==> src/rtl/css_pkg.sv <==
// Shared types and character codes for the comment and space stripper.
package css_pkg;

  localparam logic [7:0] CH_SLASH = 8'h2F;
  localparam logic [7:0] CH_STAR  = 8'h2A;
  localparam logic [7:0] CH_NL    = 8'h0A;
  localparam logic [7:0] CH_SPACE = 8'h20;
  localparam logic [7:0] CH_TAB   = 8'h09;

  localparam int unsigned MAX_OUT = 3;

  typedef enum logic [6:0] {
    MODE_NORMAL  = 7'b0000001,
    MODE_SPACE   = 7'b0000010,
    MODE_SLASH   = 7'b0000100,
    MODE_NL      = 7'b0001000,
    MODE_LINE    = 7'b0010000,
    MODE_BLK     = 7'b0100000,
    MODE_BLKSTAR = 7'b1000000
  } mode_t;

  // One request: up to three output bytes, slot 0 goes out first.
  typedef struct packed {
    logic [MAX_OUT-1:0][7:0] chars;
    logic [1:0]              cnt;
  } req_t;

  function automatic req_t put(input req_t r, input logic [7:0] ch);
    req_t o;
    o = r;
    if (r.cnt != 2'd3) begin
      o.chars[r.cnt] = ch;
      o.cnt          = r.cnt + 2'd1;
    end
    return o;
  endfunction

endpackage

==> src/rtl/comment_and_space_stripper_unit.sv <==
// Top level of the comment and space stripper.
//
//  channel | dir | handshake          | payload
//  in_     | in  | in_tvalid/tready   | in_tdata[7:0]=in_char, in_tlast=stream_end
//  out_    | out | out_tvalid/tready  | out_tdata[7:0]=out_char, out_tlast=run_last
//
// The front end takes one byte per cycle while the request FIFO has room; each
// pushed request holds the 1 to 3 bytes one input causes. The back end drives one
// byte per cycle while the receiver is ready, so an input that yields k bytes takes
// k output transfers (at most 3) after passing the FIFO and the current-request
// register. Synchronous active-low reset returns the mode to normal and empties the
// FIFO. Either side may stall; the FIFO lets input flow while the output waits.
module comment_and_space_stripper_unit #(
  parameter int unsigned QUEUE_DEPTH = 2
) (
  input  logic       clk,
  input  logic       rst_n,
  input  logic       in_tvalid,
  output logic       in_tready,
  input  logic [7:0] in_tdata,   // [7:0] in_char
  input  logic       in_tlast,
  output logic       out_tvalid,
  input  logic       out_tready,
  output logic [7:0] out_tdata,  // [7:0] out_char
  output logic       out_tlast
);

  logic          push, push_ready, pop, pop_valid;
  css_pkg::req_t push_req, pop_req;

  css_front u_front (
    .clk        (clk),
    .rst_n      (rst_n),
    .in_tvalid  (in_tvalid),
    .in_tready  (in_tready),
    .in_tdata   (in_tdata),
    .in_tlast   (in_tlast),
    .push       (push),
    .push_req   (push_req),
    .push_ready (push_ready)
  );

  css_queue #(
    .DEPTH (QUEUE_DEPTH)
  ) u_queue (
    .clk        (clk),
    .rst_n      (rst_n),
    .push       (push),
    .push_req   (push_req),
    .push_ready (push_ready),
    .pop        (pop),
    .pop_valid  (pop_valid),
    .pop_req    (pop_req)
  );

  css_back u_back (
    .clk        (clk),
    .rst_n      (rst_n),
    .pop        (pop),
    .pop_valid  (pop_valid),
    .pop_req    (pop_req),
    .out_tvalid (out_tvalid),
    .out_tready (out_tready),
    .out_tdata  (out_tdata),
    .out_tlast  (out_tlast)
  );

endmodule

==> src/rtl/css_front.sv <==
// Front end: accepts source bytes, tracks comment/space mode, builds output requests.
module css_front (
  input  logic               clk,
  input  logic               rst_n,
  input  logic               in_tvalid,
  output logic               in_tready,
  input  logic [7:0]         in_tdata,
  input  logic               in_tlast,
  output logic               push,
  output css_pkg::req_t      push_req,
  input  logic               push_ready
);

  css_pkg::mode_t mode_r, mode_nxt;
  css_pkg::req_t  req;
  logic           plain_en;
  logic           acc;

  assign in_tready = push_ready;
  assign acc       = in_tvalid && in_tready;
  assign push      = acc && (req.cnt != 2'd0);
  assign push_req  = req;

  always_comb begin
    req      = '0;
    mode_nxt = mode_r;
    plain_en = 1'b0;
    unique case (mode_r)
      css_pkg::MODE_LINE: begin
        if (in_tdata == css_pkg::CH_NL) mode_nxt = css_pkg::MODE_NORMAL;
      end
      css_pkg::MODE_BLK: begin
        if (in_tdata == css_pkg::CH_STAR) mode_nxt = css_pkg::MODE_BLKSTAR;
      end
      css_pkg::MODE_BLKSTAR: begin
        if (in_tdata == css_pkg::CH_SLASH) mode_nxt = css_pkg::MODE_NORMAL;
        else if (in_tdata != css_pkg::CH_STAR) mode_nxt = css_pkg::MODE_BLK;
      end
      css_pkg::MODE_SLASH: begin
        if (in_tdata == css_pkg::CH_SLASH) begin
          mode_nxt = css_pkg::MODE_LINE;
        end else if (in_tdata == css_pkg::CH_STAR) begin
          mode_nxt = css_pkg::MODE_BLKSTAR;
        end else begin
          req      = css_pkg::put(req, css_pkg::CH_SLASH);
          plain_en = 1'b1;
        end
      end
      css_pkg::MODE_NL: begin
        if (in_tdata != css_pkg::CH_NL) begin
          req      = css_pkg::put(req, css_pkg::CH_NL);
          req      = css_pkg::put(req, css_pkg::CH_TAB);
          plain_en = 1'b1;
        end
      end
      css_pkg::MODE_SPACE: begin
        if (in_tdata != css_pkg::CH_SPACE) plain_en = 1'b1;
      end
      css_pkg::MODE_NORMAL: begin
        plain_en = 1'b1;
      end
      default: begin
        mode_nxt = css_pkg::MODE_NORMAL;
      end
    endcase

    if (plain_en) begin
      if (in_tdata == css_pkg::CH_SLASH) begin
        mode_nxt = css_pkg::MODE_SLASH;
      end else if (in_tdata == css_pkg::CH_SPACE) begin
        req      = css_pkg::put(req, css_pkg::CH_SPACE);
        mode_nxt = css_pkg::MODE_SPACE;
      end else if (in_tdata == css_pkg::CH_TAB) begin
        mode_nxt = css_pkg::MODE_NORMAL;
      end else if (in_tdata == css_pkg::CH_NL) begin
        mode_nxt = css_pkg::MODE_NL;
      end else begin
        req      = css_pkg::put(req, in_tdata);
        mode_nxt = css_pkg::MODE_NORMAL;
      end
    end

    // stream end flushes whatever is held
    if (in_tlast) begin
      if (mode_nxt == css_pkg::MODE_SLASH) begin
        req = css_pkg::put(req, css_pkg::CH_SLASH);
      end else if (mode_nxt == css_pkg::MODE_NL) begin
        req = css_pkg::put(req, css_pkg::CH_NL);
        req = css_pkg::put(req, css_pkg::CH_TAB);
      end
      mode_nxt = css_pkg::MODE_NORMAL;
    end
  end

  always_ff @(posedge clk) begin
    if (!rst_n) begin
      mode_r <= css_pkg::MODE_NORMAL;
    end else if (acc) begin
      mode_r <= mode_nxt;
    end
  end

endmodule

==> src/rtl/css_queue.sv <==
// Small request FIFO between front and back ends.
module css_queue #(
  parameter int unsigned DEPTH = 2
) (
  input  logic          clk,
  input  logic          rst_n,
  input  logic          push,
  input  css_pkg::req_t push_req,
  output logic          push_ready,
  input  logic          pop,
  output logic          pop_valid,
  output css_pkg::req_t pop_req
);

  localparam int unsigned PW = (DEPTH > 1) ? $clog2(DEPTH) : 1;
  localparam int unsigned CW = $clog2(DEPTH + 1);

  css_pkg::req_t     mem_r [DEPTH];
  logic [PW-1:0]     wr_ptr_r, wr_ptr_nxt;
  logic [PW-1:0]     rd_ptr_r, rd_ptr_nxt;
  logic [CW-1:0]     cnt_r, cnt_nxt;
  logic              do_push, do_pop;

  assign push_ready = (cnt_r != CW'(DEPTH));
  assign pop_valid  = (cnt_r != '0);
  assign pop_req    = mem_r[rd_ptr_r];
  assign do_push    = push && push_ready;
  assign do_pop     = pop && pop_valid;

  always_comb begin
    wr_ptr_nxt = wr_ptr_r;
    rd_ptr_nxt = rd_ptr_r;
    cnt_nxt    = cnt_r;
    if (do_push) begin
      wr_ptr_nxt = (wr_ptr_r == PW'(DEPTH - 1)) ? '0 : wr_ptr_r + PW'(1);
    end
    if (do_pop) begin
      rd_ptr_nxt = (rd_ptr_r == PW'(DEPTH - 1)) ? '0 : rd_ptr_r + PW'(1);
    end
    if (do_push && !do_pop) cnt_nxt = cnt_r + CW'(1);
    else if (!do_push && do_pop) cnt_nxt = cnt_r - CW'(1);
  end

  always_ff @(posedge clk) begin
    if (!rst_n) begin
      wr_ptr_r <= '0;
      rd_ptr_r <= '0;
      cnt_r    <= '0;
    end else begin
      wr_ptr_r <= wr_ptr_nxt;
      rd_ptr_r <= rd_ptr_nxt;
      cnt_r    <= cnt_nxt;
    end
  end

  always_ff @(posedge clk) begin
    if (do_push) mem_r[wr_ptr_r] <= push_req;
  end

endmodule

==> src/rtl/css_back.sv <==
// Back end: serializes queued requests, one byte per cycle while out_tready is high.
module css_back (
  input  logic          clk,
  input  logic          rst_n,
  output logic          pop,
  input  logic          pop_valid,
  input  css_pkg::req_t pop_req,
  output logic          out_tvalid,
  input  logic          out_tready,
  output logic [7:0]    out_tdata,
  output logic          out_tlast
);

  css_pkg::req_t cur_r;
  logic          vld_r, vld_nxt;
  logic [1:0]    pos_r, pos_nxt;
  logic          last_slot, load, acc;

  assign last_slot  = (pos_r == cur_r.cnt - 2'd1);
  assign acc        = vld_r && out_tready;
  assign load       = !vld_r || (acc && last_slot);
  assign pop        = load && pop_valid;
  assign out_tvalid = vld_r;
  assign out_tdata  = cur_r.chars[pos_r];
  assign out_tlast  = last_slot;

  always_comb begin
    vld_nxt = vld_r;
    pos_nxt = pos_r;
    if (load) begin
      vld_nxt = pop_valid;
      pos_nxt = 2'd0;
    end else if (acc) begin
      pos_nxt = pos_r + 2'd1;
    end
  end

  always_ff @(posedge clk) begin
    if (!rst_n) begin
      vld_r <= 1'b0;
      pos_r <= 2'd0;
    end else begin
      vld_r <= vld_nxt;
      pos_r <= pos_nxt;
    end
  end

  always_ff @(posedge clk) begin
    if (pop) cur_r <= pop_req;
  end

endmodule

==> config.mk <==
export PLATFORM = sky130hd
export DESIGN_NAME = comment_and_space_stripper_unit
export DESIGN_NICKNAME = d
export VERILOG_FILES = /design/src/rtl/css_pkg.sv /design/src/rtl/comment_and_space_stripper_unit.sv /design/src/rtl/css_front.sv /design/src/rtl/css_queue.sv /design/src/rtl/css_back.sv
export SDC_FILE = /design/constraint.sdc
export NUM_CORES = 1
export LEC_CHECK = 0
export BUFFER_PORTS_ARGS = -buffer_cell sky130_fd_sc_hd__buf_4
export CELL_PAD_IN_SITES_DETAIL_PLACEMENT = 0
export CELL_PAD_IN_SITES_GLOBAL_PLACEMENT = 2
export CORE_MARGIN = 1
export CORE_UTILIZATION = 40
export DETAILED_ROUTE_END_ITERATION = 8
export PLACE_DENSITY_LB_ADDON = 0.1
export SKIP_CTS_REPAIR_TIMING = 1
export SYNTH_ARGS = -nofsm -noshare
export SYNTH_HDL_FRONTEND = slang
export SYNTH_SLANG_ARGS = --single-unit
export TNS_END_PERCENT = 10
==> constraint.sdc <==
create_clock -name clk -period 5.7 [get_ports clk]
set_input_delay 0.285 -clock clk [delete_from_list [all_inputs] [get_ports clk]]
set_output_delay 0.285 -clock clk [all_outputs]
set_load 0.05 [all_outputs]
# == Word level (Yosys, flattened, before mapping) ==
# Memories as Yosys holds them, arrays and structs flattened. A register that Yosys moved wholly into a read port is not among the register bits.
# Cells that the tools add are included.
# word_totals
out_inout_bits,11
mem_bits_rw,52
input_bits,13
word_cells,144
reg_bits,14
n_memories,1
# op_classes
addsub,10
n_bitwise,16
eq_ne,23
n_reduce_logical,22
mux,57
order_cmp,9
# memory_table
name,words,width,rd,rd_ports_with_merged_regs,write_ports,line_no,source
u_queue.mem_r,2,26,1,1,1,css_queue.sv:18,css_pkg::req_t mem_r [DEPTH];
# op_table
cell,n
$mux 26,19
$mux 7,10
$demux 8 s2,4
$not 18->18,3
$pmux 26 s2,1
$mux 8,6
$and 18x18->18,2
$pmux 7 s5,1
$bwmux 24,1
$eq 8x6->1 const B,3
$and 21x21->21,1
$not 21->21,1
$mux 10,2
$and 6x18->18,1
$bmux 8 s2,1
$eq 8x4->1 const B,2
$ne 8x6->1 const B,2
$lt 2x3->1 const B,5
$or 15x15->15,1
$eq 7x3->1 const B,2
$eq 7x4->1 const B,2
$logic_and 1x1->1,13
$add 2x1->2 const B,6
$or 6x6->6,2
other kinds (25),46

# == Logic depth before layout (Yosys ltp) ==
# logic_depth
word_depth,50
ltp_mapped,11
depth_no_buf,9

# == Modules after synthesis ==
# From an unflattened synthesis, not the netlist that was laid out.
# unflattened
cells_unflattened,343
hier_area_um2,4434.3
# modules_own_cells
mod,seq_area_each_um2,area_per_inst_um2,cells_each,n_inst
css_queue,1661.6,2112.0,105,1
css_front,140.1,1192.4,163,1
css_back,840.8,1129.8,75,1

# == Worst setup path before layout ==
# Ideal clock, no wire load.
# synth_path
path_type,register to register
start,"register, netlist name u_back.cur_r[1]"
end,register u_queue.cnt_r[1]
required_ps,5624
path_buffers,0
setup_ps,76
synth_period_minus_slack_ps,4102
path_stages_with_launch,9
slack_ps,1598
arrival_time_ps,4027
path_cell_list,edfxtp_1 -> xnor2_1 -> mux2i_1 -> a21boi_0 -> nor2_1 -> inv_1 -> ha_1 -> or3_1 -> a21boi_0
# synth_between
elab_chain_len,9
word_cells_on_any_way,11
classes_between,1 x add/sub; 1 x eq/ne; 1 x mux; 8 x reduce/logical
# synth_rtl
item,line_no,source
$sub 2x1->2 (*),css_back.sv:19,assign last_slot = (pos_r == cur_r.cnt - 2'd1);
$eq 2x2->1 (*),css_back.sv:19,
net out_tlast,comment_and_space_stripper_unit.sv:25,output logic out_tlast
$logic_and 1x1->1 (*),css_back.sv:21,assign load = !vld_r || (acc && last_slot);
$logic_or 1x1->1 (*),css_back.sv:21,
$logic_and 1x1->1 (*),css_back.sv:22,assign pop = load && pop_valid;
net pop,comment_and_space_stripper_unit.sv:28,"logic push, push_ready, pop, pop_valid;"
$logic_and 1x1->1 (*),css_queue.sv:28,assign do_pop = pop && pop_valid;
$logic_not 1->1,css_queue.sv:40,if (do_push && !do_pop) cnt_nxt = cnt_r + CW'(1);
$logic_and 1x1->1,css_queue.sv:40,
$mux 2 / $reduce_bool 2->1 (equally long branches),-,
to (signal assigned),css_queue.sv:52,cnt_r <= cnt_nxt;
to (decl),css_queue.sv:21,"logic [CW-1:0] cnt_r, cnt_nxt;"
# The timed path passes the listed nets; every way through them passes the cells marked *.
# A chain may end at the register's enable or synchronous reset.

# == Worst setup path in the final report ==
# layout_path
start,register u_front.mode_r[6]
end,"memory u_queue.mem_r[1][25] in the netlist's numbering, enable pin"
# layout_between
elab_chain_len,24
word_cells_on_any_way,46
classes_between,3 x add/sub; 12 x eq/ne; 27 x mux; 4 x reduce/logical
# layout_rtl
item,line_no,source
from (decl),css_front.sv:14,"css_pkg::mode_t mode_r, mode_nxt;"
from (signal assigned),css_front.sv:97,mode_r <= css_pkg::MODE_NORMAL;
from (signal assigned),css_front.sv:99,mode_r <= mode_nxt;
$eq 7x4->1 / $eq 7x3->1 (equally long branches),css_front.sv:28,unique case (mode_r)
$pmux 26 s2,css_front.sv:28,
$add 2x1->2 / $ne 2x2->1 (equally long branches),"css_pkg.sv:33, css_pkg.sv:31",
$mux 26,css_pkg.sv:31,if (r.cnt != 2'd3) begin
$mux 26,css_front.sv:75,end else if (in_tdata == css_pkg::CH_NL) begin
$mux 26,css_front.sv:73,end else if (in_tdata == css_pkg::CH_TAB) begin
$mux 26,css_front.sv:70,end else if (in_tdata == css_pkg::CH_SPACE) begin
$mux 26,css_front.sv:68,if (in_tdata == css_pkg::CH_SLASH) begin
[... 9 more ...],-,
$mux 26,css_front.sv:85,if (mode_nxt == css_pkg::MODE_SLASH) begin
$mux 26 (*),css_front.sv:84,if (in_tlast) begin
$reduce_bool 2->1 (*),css_front.sv:21,assign push = acc && (req.cnt != 2'd0);
$logic_and 1x1->1 (*),css_front.sv:21,
$logic_and 1x1->1 (*),css_queue.sv:27,assign do_push = push && push_ready;
net u_queue.do_push,css_queue.sv:22,"logic do_push, do_pop;"
$mux 1 (*),css_queue.sv:57,if (do_push) mem_r[wr_ptr_r] <= push_req;
$mux 1 (implied by the code) (*),css_queue.sv:57,
to (decl),css_queue.sv:18,
# The timed path passes the listed nets; every way through them passes the cells marked *. The select of a mux whose other input is x is not followed.

==> impl_metrics.ini <==
[logic_synthesis]
ys_types = 55
synth_cells = 356
synth_top_area_share = 0.5387
yosysWarnings = 0
synth-seq-area-share = 0.6032
combined_area_of_all_synthesized_cells_mm2 = 0.004348
netlist.top_cell.by_area = edfxtp_1
ys_ff_latch = 92
postSynthAreaPerCell_um2 = 12.21
synth.most_common_cell = edfxtp_1
synth_top_cells_by_count = edfxtp_1, nand2_1, mux2_2
number_of_enable_flip_flop_cells_after_synthesis = 78
syn_nets = 370
synth.top_cells.by_area = edfxtp_1, mux2_2, dfxtp_1
yosys_most_used_dff = edfxtp_1
ys_async_sr_fraction = 0

[setup_path]
crit_chain = or4b_1, a311o_1, nand2_1, a21oi_1, a21oi_1, and2_1
kind_of_end_point_of_the_critical_path = flip-flop
worstPathBufferInverterCount = 0
highest_fanout_seen_on_the_critical_path = 26
worstSetupStartpointType = flip-flop
cpMaxStageDelayCell = and2_1
family_with_the_most_delay_on_the_worst_path = simple AND/OR/NAND/NOR gates
slowest_delay_ns = 0.98
critPathMostFrequentCell = a21oi_1
critPathArrivalTime_ns = 3.38
timing.setup.critical_path_class = reg2reg
worstPathRequired_ns = 5.67

[place]
dp.final_hpwl_um = 6399
place.gp.congestion = 0.8136
dpl_cell_area_mm2 = 0.004617
place.detailed.instances = 494
count_of_input_and_output_buffers = 23
post-place-ws_ns = 2.008

[grt]
grt_use_met1 = 0.2410
first_global_vias = 2814
global_route.overflow_total = 0
grt_pass1_wl_um = 15040
pin_count_of_the_biggest_net_entering_global_routing = 29
antenna_found_initial = 0
grt_usage = 0.1769
use_met3 = 0.03004
grt_util_met2 = 0.2764
grt_most_used_layer = met2

[timing]
setup-tns-final_ns = 0
grt_setup_unrepaired = no
period_minus_slack_ns = 3.417
clock.fmax_mhz = 292.7
setup-violations-final = 0
slew_headroom = 0.1629
finalCritPeriodShare = 0.5994
final-max-slew-violation-count = 0
timing_worst_slew_pin_value_ns = 1.254
hold_viol = 0
clock_skew_ns = 0.01061
setup_slack_ns = 2.283
hold_slack_ns = 0.2137

[routing]
drt-initial-drc-count = 152
via_count = 2752
wirelength_um = 8975
via_density_per_instance = 5.396
route.detailed.wl_per_inst_um = 17.60
postRouteAntennaNets = 0
firstDrtPassIters = 4
drt_drc_violations_left = 0

[cts]
cts.root.buffer_cell = clkbuf_8
cts_tree = yes
clock-sinks = 92
cts-htree-levels = 3
clock_insertion_delay_worst_skew_ns = 0.35
number_of_buffers_created_by_cts = 9
cts.clk_slew.worst_paths_ns = 0.09
cts.path.max_buffers = 2

[layout]
nNetsFinal = 383
post-route-cell-area_mm2 = 0.004826
antenna_cells = 0
filler_cell_count = 951
layoutNonFillerInstCount = 510
post_route_cells_drive_above_1_share = 0.2086
syn2layout_area_growth_pct = 10.99

[die]
chipWidth_um = 106.3
core.rowCount = 37
floorplan.die_area_mm2 = 0.01129
effective_utilization_at_floorplan = 0.4174
ioPinCount = 24
chipHeight_um = 106.3
core_footprint_mm2 = 0.01042

[pwr]
power.share.combinational = 0.258
clock_power_share = 0.231
switching_power_uw = 602.6
p_seq_frac = 0.510
ir_drop_v = 0.0001903
p_leak_nw = 1.627
cell_internal_pwr_mw = 1.382
power_density_of_the_placed_cells_mw_per_mm2 = 411.1
power_switching_share = 0.3037

[min_path]
hp-class = in2reg

[flow_run]
cap_violations = 0

[status]
result_of_the_run = completed
## tightest hold or removal path: stages
cell	delay, ns
buf_4	0.10
nand2b_1	0.09
a21oi_1	0.05
## cells in the final DEF, fill, tap and decap left out, drive strengths merged, types with 6 or more instances in the layout
cell	instances
edfxtp	78
o21ai	23
nand2b	7
and3	11
dfxtp	14
a21oi	9
mux2	26
nand3	6
nor2	24
buf	25
nand2	35
clkbuf	12
mux2i	9
and2	6
## cells by family (layout without fill, tap and decap cells)
group           Yosys count  count (layout)  synth area share
flops                    92              92            0.6032
xor+xnor                  8               8           0.01611
fa+ha+maj                 1               1          0.002877
buf+inv                  27              45           0.02503
simple gates            130             130            0.1643
mux                      35              35           0.08806
compound gates           63              63            0.1004
## power by group through the flow
stage / Combinational (mW) / Sequential (mW) / Clock, mW
after floorplan: 0.402 / 0.992 / 0
after global placement: 0.514 / 1.03 / 0
after detailed placement: 0.516 / 1.03 / 0
after CTS: 0.520 / 1.02 / 0.472
after global routing: 0.555 / 1.03 / 0.504
final: 0.513 / 1.01 / 0.459
## final timing paths
| kind | start | to | slack, ns | cells past startpoint |
|---|---|---|---|---|
| worst max-delay path | u_front.mode_r[6] | u_queue.mem_r[1][25] | 2.28 | 6 |
| worst min-delay path | out_tready | u_back.pos_r[0] | 0.21 | 3 |
| worst max register to register | u_front.mode_r[6] | u_queue.mem_r[1][25] | 2.28 | 6 |
| worst min register to register | u_back.out_tvalid | u_back.pos_r[0] | 0.49 | 2 |
## layer usage
metal / vias to the layer above / share of wire
met1: 1328 / 0.49
met5: - / 0
met2: 45 / 0.47
li1: 1369 / -
met4: 0 / 0.015
met3: 10 / 0.024
## registers in the layout (all words and copies together), names as in the netlist
signal,count
u_back.pos_r,2
u_back.cur_r,26
u_queue.rd_ptr_r,1
u_queue.cnt_r,2
u_back.out_tvalid,1
u_front.mode_r,7
u_queue.wr_ptr_r,1
u_queue.mem_r,52
## metrics by stage
step | util | power (mW)
2_1_floorplan | - | 1.394
3_3_place_gp | 0.4432 | 1.540
3_5_place_dp | 0.4432 | 1.547
4_1_cts | 0.4633 | 2.007
5_1_grt | 0.4633 | 2.090
6_report | 0.4633 | 1.984
## area by class of cell
class,count,area (um2),share of cell area
Clock buffer,12,135.1,0.02800
Clock inverter,4,73.82,0.01530
Inverter,4,15.01,0.003111
Multi-Input combinational cell,237,1622,0.3360
Sequential cell,92,2623,0.5434
Tap cell,136,170.2,0.03526
Timing Repair Buffer,25,187.7,0.03889
(Power assumes the default switching activity.)
